===== config.mk =====
export PLATFORM = sky130hd
export DESIGN_NAME = modular_exponentiation_core
export DESIGN_NICKNAME = d
export VERILOG_FILES = /design/src/rtl/core/mexp_pkg.sv /design/src/rtl/core/mexp_mulmod.sv /design/src/rtl/core/modular_exponentiation_core.sv
export SDC_FILE = /design/constraint.sdc
export NUM_CORES = 2
export LEC_CHECK = 0
export BUFFER_PORTS_ARGS = -buffer_cell sky130_fd_sc_hd__buf_2
export CELL_PAD_IN_SITES_DETAIL_PLACEMENT = 0
export CELL_PAD_IN_SITES_GLOBAL_PLACEMENT = 1
export CORE_MARGIN = 2
export CORE_UTILIZATION = 53
export CTS_BUF_LIST = sky130_fd_sc_hd__clkbuf_4
export DETAILED_ROUTE_END_ITERATION = 7
export PLACE_DENSITY = 0.89
export REMOVE_ABC_BUFFERS = 1
export SYNTH_ARGS = -nofsm -noshare
export SYNTH_HDL_FRONTEND = slang
export SYNTH_SLANG_ARGS = --single-unit
export TNS_END_PERCENT = 50

===== constraint.sdc =====
create_clock -name clk -period 22.4 [get_ports clk]
set_input_delay 3.36 -clock clk [delete_from_list [all_inputs] [get_ports clk]]
set_output_delay 3.36 -clock clk [all_outputs]
set_load 0.05 [all_outputs]

===== src/rtl/core/mexp_pkg.sv =====
// Shared types, register indexes, reset values and modular add for the exponentiation core.
package mexp_pkg;

	// Width of every payload and configuration word at the ports.
	localparam int FIELD_W = 64;

	// Configuration register index.
	localparam int CFG_IDX_W = 8;
	typedef logic [CFG_IDX_W-1:0] cfg_idx_t;

	localparam cfg_idx_t REG_MODULUS   = cfg_idx_t'(0);
	localparam cfg_idx_t REG_GENERATOR = cfg_idx_t'(1);

	// Register values after reset.
	localparam logic [FIELD_W-1:0] MODULUS_RST   = 64'hFFFF_FFFF_FFFF_FFC5;
	localparam logic [FIELD_W-1:0] GENERATOR_RST = 64'd2;

	// Returns (x + y) mod m for x + y < 2m, keeping the carry of the sum.
	function automatic logic [FIELD_W-1:0] add_mod(
		input logic [FIELD_W-1:0] x,
		input logic [FIELD_W-1:0] y,
		input logic [FIELD_W-1:0] m
	);
		logic [FIELD_W:0] s;
		s = {1'b0, x} + {1'b0, y};
		if (s >= {1'b0, m}) begin
			s = s - {1'b0, m};
		end
		return s[FIELD_W-1:0];
	endfunction

endpackage


===== src/rtl/core/mexp_mulmod.sv =====
// Bit-serial modular multiplier: one multiplier bit per cycle, MSB first.
module mexp_mulmod #(
	parameter int WORD_BITS = 64
) (
	input  logic                 clk,
	input  logic                 arst_n,
	input  logic                 start,
	input  logic [WORD_BITS-1:0] addend,
	input  logic [WORD_BITS-1:0] mult,
	input  logic [WORD_BITS-1:0] modulus,
	output logic                 done,
	output logic [WORD_BITS-1:0] product
);
	import mexp_pkg::*;

	localparam int CNT_W = $clog2(WORD_BITS);
	localparam logic [CNT_W-1:0] CNT_LAST = CNT_W'(WORD_BITS - 1);

	logic                 busy_q;
	logic                 done_q;
	logic [CNT_W-1:0]     cnt_q;
	logic [WORD_BITS-1:0] acc_q;
	logic [WORD_BITS-1:0] a_q;
	logic [WORD_BITS-1:0] mult_q;

	logic [FIELD_W-1:0]   dbl;
	logic [FIELD_W-1:0]   sum;
	logic [WORD_BITS-1:0] acc_next;

	// One step: double the accumulator, then add the addend if the multiplier bit is set.
	always_comb begin
		dbl = add_mod(FIELD_W'(acc_q), FIELD_W'(acc_q), FIELD_W'(modulus));
		sum = add_mod(dbl, FIELD_W'(a_q), FIELD_W'(modulus));
		acc_next = mult_q[WORD_BITS-1] ? sum[WORD_BITS-1:0] : dbl[WORD_BITS-1:0];
	end

	// Control and datapath registers; a new start takes precedence over a finishing run.
	always_ff @(posedge clk or negedge arst_n) begin
		if (!arst_n) begin
			busy_q <= 1'b0;
			done_q <= 1'b0;
			cnt_q  <= '0;
		end else begin
			done_q <= !start && busy_q && (cnt_q == '0);
			if (start) begin
				busy_q <= 1'b1;
				cnt_q  <= CNT_LAST;
			end else if (busy_q) begin
				cnt_q <= cnt_q - 1'b1;
				if (cnt_q == '0) begin
					busy_q <= 1'b0;
				end
			end
		end
	end

	always_ff @(posedge clk) begin
		if (start) begin
			acc_q  <= '0;
			a_q    <= addend;
			mult_q <= mult;
		end else if (busy_q) begin
			acc_q  <= acc_next;
			mult_q <= {mult_q[WORD_BITS-2:0], 1'b0};
		end
	end

	assign done    = done_q;
	assign product = acc_q;

endmodule


===== src/rtl/core/modular_exponentiation_core.sv =====
// Modular exponentiation core: base^exponent mod modulus by square and multiply.
//
// Input channel (in_valid / in_stall): one word carries func, base and exponent.
// With func 0 the base is the generator register, with func 1 the word's base.
// Output channel (out_valid / out_stall): one result word per input word.
// Configuration channel (cfg_valid / cfg_ready): index 0 writes the modulus,
// index 1 the generator; other indexes are ignored. cfg_ready is always high.
// Write configuration only while the core is idle.
// Each input word is worked by the single bit-serial modular multiplier that
// serves the base reduction, every squaring and every multiply in turn. A zero
// base, zero exponent or zero modulus skips the multiplier and goes straight to
// the done state. The core holds in_stall high until the result is in the output
// register, so one word is in flight at a time; the next word may be taken while
// that result still waits. A stalled receiver keeps the result in the output
// register and a finished result waits in the core behind it.
// Reset clears the channels and loads the modulus and generator reset values.
module modular_exponentiation_core #(
	parameter int WORD_BITS = 64
) (
	input  logic                           clk,
	input  logic                           arst_n,
	// Configuration channel
	input  logic                           cfg_valid,
	output logic                           cfg_ready,
	input  mexp_pkg::cfg_idx_t             cfg_index,
	input  logic [mexp_pkg::FIELD_W-1:0]   cfg_data,
	// Input channel
	input  logic                           in_valid,
	output logic                           in_stall,
	input  logic                           func,
	input  logic [mexp_pkg::FIELD_W-1:0]   base,
	input  logic [mexp_pkg::FIELD_W-1:0]   exponent,
	// Output channel
	output logic                           out_valid,
	input  logic                           out_stall,
	output logic [mexp_pkg::FIELD_W-1:0]   result
);
	import mexp_pkg::*;

	localparam int CNT_W = $clog2(WORD_BITS);
	localparam logic [CNT_W-1:0]     CNT_LAST = CNT_W'(WORD_BITS - 1);
	localparam logic [WORD_BITS-1:0] ONE      = WORD_BITS'(1);

	typedef enum logic [2:0] {
		ST_IDLE,
		ST_RED,
		ST_SQR,
		ST_MUL,
		ST_DONE
	} state_t;

	state_t               state_q;
	logic [WORD_BITS-1:0] modulus_q;
	logic [WORD_BITS-1:0] generator_q;
	logic [WORD_BITS-1:0] base_q;
	logic [WORD_BITS-1:0] exp_q;
	logic [WORD_BITS-1:0] r_q;
	logic [CNT_W-1:0]     bit_cnt_q;
	logic                 out_valid_q;
	logic [WORD_BITS-1:0] result_q;

	logic                 in_acc;
	logic [WORD_BITS-1:0] a_sel;
	logic [WORD_BITS-1:0] e_in;
	logic                 mul_start;
	logic [WORD_BITS-1:0] mul_addend;
	logic [WORD_BITS-1:0] mul_mult;
	logic                 mul_done;
	logic [WORD_BITS-1:0] mul_product;

	// Configuration registers; writes are always taken.
	assign cfg_ready = 1'b1;

	always_ff @(posedge clk or negedge arst_n) begin
		if (!arst_n) begin
			modulus_q   <= MODULUS_RST[WORD_BITS-1:0];
			generator_q <= GENERATOR_RST[WORD_BITS-1:0];
		end else if (cfg_valid) begin
			unique case (cfg_index)
				REG_MODULUS:   modulus_q   <= cfg_data[WORD_BITS-1:0];
				REG_GENERATOR: generator_q <= cfg_data[WORD_BITS-1:0];
				default: begin
				end
			endcase
		end
	end

	// Input selection and handshake.
	assign in_stall = (state_q != ST_IDLE);
	assign in_acc   = in_valid && !in_stall;
	assign a_sel    = func ? base[WORD_BITS-1:0] : generator_q;
	assign e_in     = exponent[WORD_BITS-1:0];

	// Operands for the shared multiplier, chosen by the sequencer state.
	always_comb begin
		mul_start  = 1'b0;
		mul_addend = mul_product;
		mul_mult   = mul_product;
		unique case (state_q)
			ST_IDLE: begin
				// Base reduction: 1 * a mod m, scanning the bits of a.
				mul_start  = in_acc && (a_sel != '0) && (e_in != '0) && (modulus_q != '0);
				mul_addend = ONE;
				mul_mult   = a_sel;
			end
			ST_RED: begin
				mul_start  = mul_done;
				mul_addend = r_q;
				mul_mult   = r_q;
			end
			ST_SQR: begin
				mul_start = mul_done && (exp_q[WORD_BITS-1] || (bit_cnt_q != '0));
				mul_mult  = exp_q[WORD_BITS-1] ? base_q : mul_product;
			end
			ST_MUL: begin
				mul_start = mul_done && (bit_cnt_q != '0);
			end
			ST_DONE: begin
			end
			default: begin
			end
		endcase
	end

	mexp_mulmod #(
		.WORD_BITS (WORD_BITS)
	) u_mulmod (
		.clk     (clk),
		.arst_n  (arst_n),
		.start   (mul_start),
		.addend  (mul_addend),
		.mult    (mul_mult),
		.modulus (modulus_q),
		.done    (mul_done),
		.product (mul_product)
	);

	// Sequencer: edge cases, base reduction, then a square per exponent bit and a multiply per set bit.
	always_ff @(posedge clk or negedge arst_n) begin
		if (!arst_n) begin
			state_q     <= ST_IDLE;
			out_valid_q <= 1'b0;
			result_q    <= '0;
			base_q      <= '0;
			exp_q       <= '0;
			r_q         <= '0;
			bit_cnt_q   <= '0;
		end else begin
			// Output register: load a finished result once it is free, else drain it.
			if (state_q == ST_DONE && (!out_valid_q || !out_stall)) begin
				result_q    <= r_q;
				out_valid_q <= 1'b1;
			end else if (out_valid_q && !out_stall) begin
				out_valid_q <= 1'b0;
			end
			unique case (state_q)
				ST_IDLE: begin
					if (in_acc) begin
						exp_q     <= e_in;
						bit_cnt_q <= CNT_LAST;
						if (a_sel == '0) begin
							r_q     <= '0;
							state_q <= ST_DONE;
						end else if (e_in == '0) begin
							r_q     <= ONE;
							state_q <= ST_DONE;
						end else if (modulus_q == '0) begin
							r_q     <= '0;
							state_q <= ST_DONE;
						end else begin
							r_q     <= (modulus_q == ONE) ? '0 : ONE;
							state_q <= ST_RED;
						end
					end
				end
				ST_RED: begin
					if (mul_done) begin
						base_q  <= mul_product;
						state_q <= ST_SQR;
					end
				end
				ST_SQR: begin
					if (mul_done) begin
						r_q <= mul_product;
						if (exp_q[WORD_BITS-1]) begin
							state_q <= ST_MUL;
						end else if (bit_cnt_q == '0) begin
							state_q <= ST_DONE;
						end else begin
							exp_q     <= {exp_q[WORD_BITS-2:0], 1'b0};
							bit_cnt_q <= bit_cnt_q - 1'b1;
						end
					end
				end
				ST_MUL: begin
					if (mul_done) begin
						r_q <= mul_product;
						if (bit_cnt_q == '0) begin
							state_q <= ST_DONE;
						end else begin
							exp_q     <= {exp_q[WORD_BITS-2:0], 1'b0};
							bit_cnt_q <= bit_cnt_q - 1'b1;
							state_q   <= ST_SQR;
						end
					end
				end
				ST_DONE: begin
					// The result moves into the output register once it is free.
					if (!out_valid_q || !out_stall) begin
						state_q <= ST_IDLE;
					end
				end
				default: begin
					state_q <= ST_IDLE;
				end
			endcase
		end
	end

	assign out_valid = out_valid_q;
	assign result    = FIELD_W'(result_q);

	// The multiplier only finishes while the sequencer is waiting on it.
	assert property (@(posedge clk) disable iff (!arst_n)
		mul_done |-> (state_q == ST_RED || state_q == ST_SQR || state_q == ST_MUL))
		else $error("multiplier finished outside a multiply state");

	// Operands passed on by the sequencer are already reduced.
	assert property (@(posedge clk) disable iff (!arst_n)
		(mul_start && state_q != ST_IDLE) |-> (mul_addend < modulus_q && mul_mult < modulus_q))
		else $error("unreduced operand sent to the multiplier");

	// Every product of the multiplier is fully reduced.
	assert property (@(posedge clk) disable iff (!arst_n)
		mul_done |-> (mul_product < modulus_q))
		else $error("multiplier product not reduced");

	// A new word is never taken while the multiplier reports done.
	assert property (@(posedge clk) disable iff (!arst_n)
		in_acc |-> !mul_done)
		else $error("input word taken during a multiplication");

endmodule


==> flow_metrics.tcl <==
set metrics [dict create \
    status "finished, final reports clean" \
    layout_commonest_cell "nand2_1" \
    ys_warn_count 0 \
    clockRootBuffer "clkbuf_4" \
    drive_gt1_frac 0.200 \
    antenna_found_initial 8 \
    nNetsFinal 4925 \
    die_h_um 275 \
    portBuffers 271 \
    yosysUniqueCellTypes 96 \
    pwr_density_cell_nw_per_um2 65.3 \
    postCtsSetupBuffers 0 \
    rsz0062_at_grt "no" \
    synth-async-reset-ratio 0.677 \
    cts_tree "done" \
    fin_tns_setup_ns 0 \
    placedCellCount 5311 \
    grt-ovfl-total 0 \
    die_w_um 275 \
    critical_path_class "reg2reg" \
    cts_num_sinks 594 \
    maxSlewHeadroom 0.151 \
    post_dp_cell_area_um2 40800 \
    final_area_um2 43100 \
    pin_count 273 \
    grt_pass1_wl_mm 220 \
    die_area_um2 75500 \
    fp.coreArea_um2 72800 \
    critical_path_required_ns 23.28 \
    crit_arrival_ns 12.81 \
    firstDrtPassIters 6 \
    post_drt_wl_per_cell_um 26.2 \
    cts_resized 0 \
    layout_common_cells "nand2_1, a21oi_1, dfrtp_1, o21ai_0, nor2_1" \
    leakagePower_nw 21.6 \
    synth_ff_type "dfrtp_1" \
    yosysSeqAreaShare 0.392 \
    critPathSlowestCell "nor4_1" \
    skew_ns 0.0723 \
    irDropWorstVdd_v 0.0000418 \
    clk_path_buf_depth 3 \
    grt_max_degree 147 \
    setup_viol 0 \
    maxCapViolations 0 \
    slowest_delay_ns 0.78 \
    endpoint_kind "flip-flop" \
    clk_pin_slew_ns 0.06 \
    synth_top_cell_by_area "dfrtp_1" \
    cp-start-kind "flip-flop" \
    area_growth_pct 10.8 \
    first_global_vias 35200 \
    syn_area_per_cell_um2 9.04 \
    period_needed_ns 11.93 \
    crit_fanout 72 \
    crit_top_cell "nor2_1" \
    start_util 0.534 \
    synth_area_um2 38900 \
    fin_crit_sh 0.533 \
    drv_slew 0 \
    route.final.wire_length_mm 147 \
    routabilityCongestion 0.991 \
    htree_levels 4 \
    track_usage 0.386 \
    hold_buffers 0 \
    hold_class "reg2reg" \
    clk-insertion-delay-late_ns 1.07 \
    place_hpwl_mm 109 \
    fin_cells 5623 \
    synth_top_area_frac 0.219 \
    hold_violations 0 \
    drc 0 \
    ys_ff_latch 594 \
    yosys-top-cells-area "dfrtp_1, edfxtp_1, mux2_2" \
    num_vias 36600 \
    rows 99 \
    worst_pin_slew_ns 1.26 \
    fmax_ghz 0.0838 \
    drt-initial-drc-count 4107 \
    synthCells 4302 \
    vias_per_cell 6.51 \
    ant_nets 0 \
    synth_edf_count 128 \
    numCtsBuffers 165 \
]
[per-layer routing]
metal | global-route usage | share of wire
met1 | 0.534 | 0.43
met2 | 0.590 | 0.44
met3 | 0.0816 | 0.096
met4 | 0.156 | 0.039
met5 | 0 | 0.00058
[critical path: cells and delay by family (launching register included)]
kind,cells,cell delay (ns)
flops,1,0.57
simple gates,12,3.44
mux,1,0.42
xor+xnor,1,0.22
fa+ha+maj,3,1.20
buf+inv,4,1.79
compound gates,14,3.96
[through the flow]
stage / power, mW / hold WS (ns) / worst slack (ns) / utilization
global placement: 1.75 / 0.455 / 10.77 / 0.560
floorplan: 1.52 / 0.439 / 9.48 / -
finish: 2.82 / 0.472 / 10.47 / 0.592
detailed placement: 1.74 / 0.455 / 10.96 / 0.560
CTS: 2.82 / 0.475 / 10.88 / 0.591
global route: 2.93 / 0.489 / 10.21 / 0.592
[layout make-up]
class | count | area, um2
well taps | 959 | 1200
diodes | 4 | 10.0
fillers | 6606 | 29700
flip-flops and latches | 594 | 15300
inverters | 154 | 586
multi-input cells | 3291 | 22100
clock inverters | 52 | 344
repair buffers | 314 | 1700
clock buffers | 255 | 1910
[cells in the mapped netlist (87+ instances only)]
| cell type | number |
|---|---|
| nand2_1 | 543 |
| a21oi_1 | 373 |
| dfrtp_1 | 341 |
| o21ai_0 | 333 |
| nor2_1 | 278 |
| mux2_2 | 222 |
| clkbuf_1 | 211 |
| ha_1 | 196 |
| inv_1 | 152 |
| edfxtp_1 | 128 |
| a22oi_1 | 123 |
| xnor2_1 | 103 |
| mux2i_1 | 97 |
| a21o_1 | 87 |
[power by group]
group	leakage, nW	internal (mW)	total [mW]	switching [mW]
sequential	7.00	1.12	1.13	0.0121
clock	1.34	0.560	1.08	0.516
combinational	13.2	0.213	0.607	0.395
total	21.6	1.89	2.82	0.923
[kinds of logic (layout without fill, tap and decap cells)]
group	count (synthesis)	count (layout)	synth area share
flip-flops	594	594	0.392
AND/OR/NAND/NOR	1220	1220	0.141
adder cells (fa/ha/maj)	199	199	0.0646
buffers and inverters	417	775	0.0425
AO/OA/AOI/OAI	1379	1379	0.231
multiplexers	319	319	0.0893
other	1	5	0.0000964
XOR/XNOR	173	173	0.0390
[flip-flops by register name, summed over array words and instances, names as in the netlist]
name and cells:
exp_q 64, generator_q 64, u_mulmod.product 64, u_mulmod.mult_q 64, result 64, modulus_q 64, u_mulmod.done 1, bit_cnt_q 6
u_mulmod.a_q 64, state_q 3, out_valid 1, r_q 64, u_mulmod.busy_q 1, u_mulmod.cnt_q 6, base_q 64
[path summary, 6_finish.rpt]
kind | from | end | slack, ns | cells after the start
setup / recovery | modulus_q[46] | u_mulmod.product[26] | 10.47 | 35
hold / removal | exp_q[56] | exp_q[57] | 0.47 | 2
setup reg to reg | modulus_q[46] | u_mulmod.product[26] | 10.47 | 35
hold reg to reg | exp_q[56] | exp_q[57] | 0.47 | 2
max in group asynchronous | arst_n | base_q[54] | 17.30 | 4
min in group asynchronous | arst_n | base_q[18] | 2.26 | 1
Power figures use the tool's default switching activity.
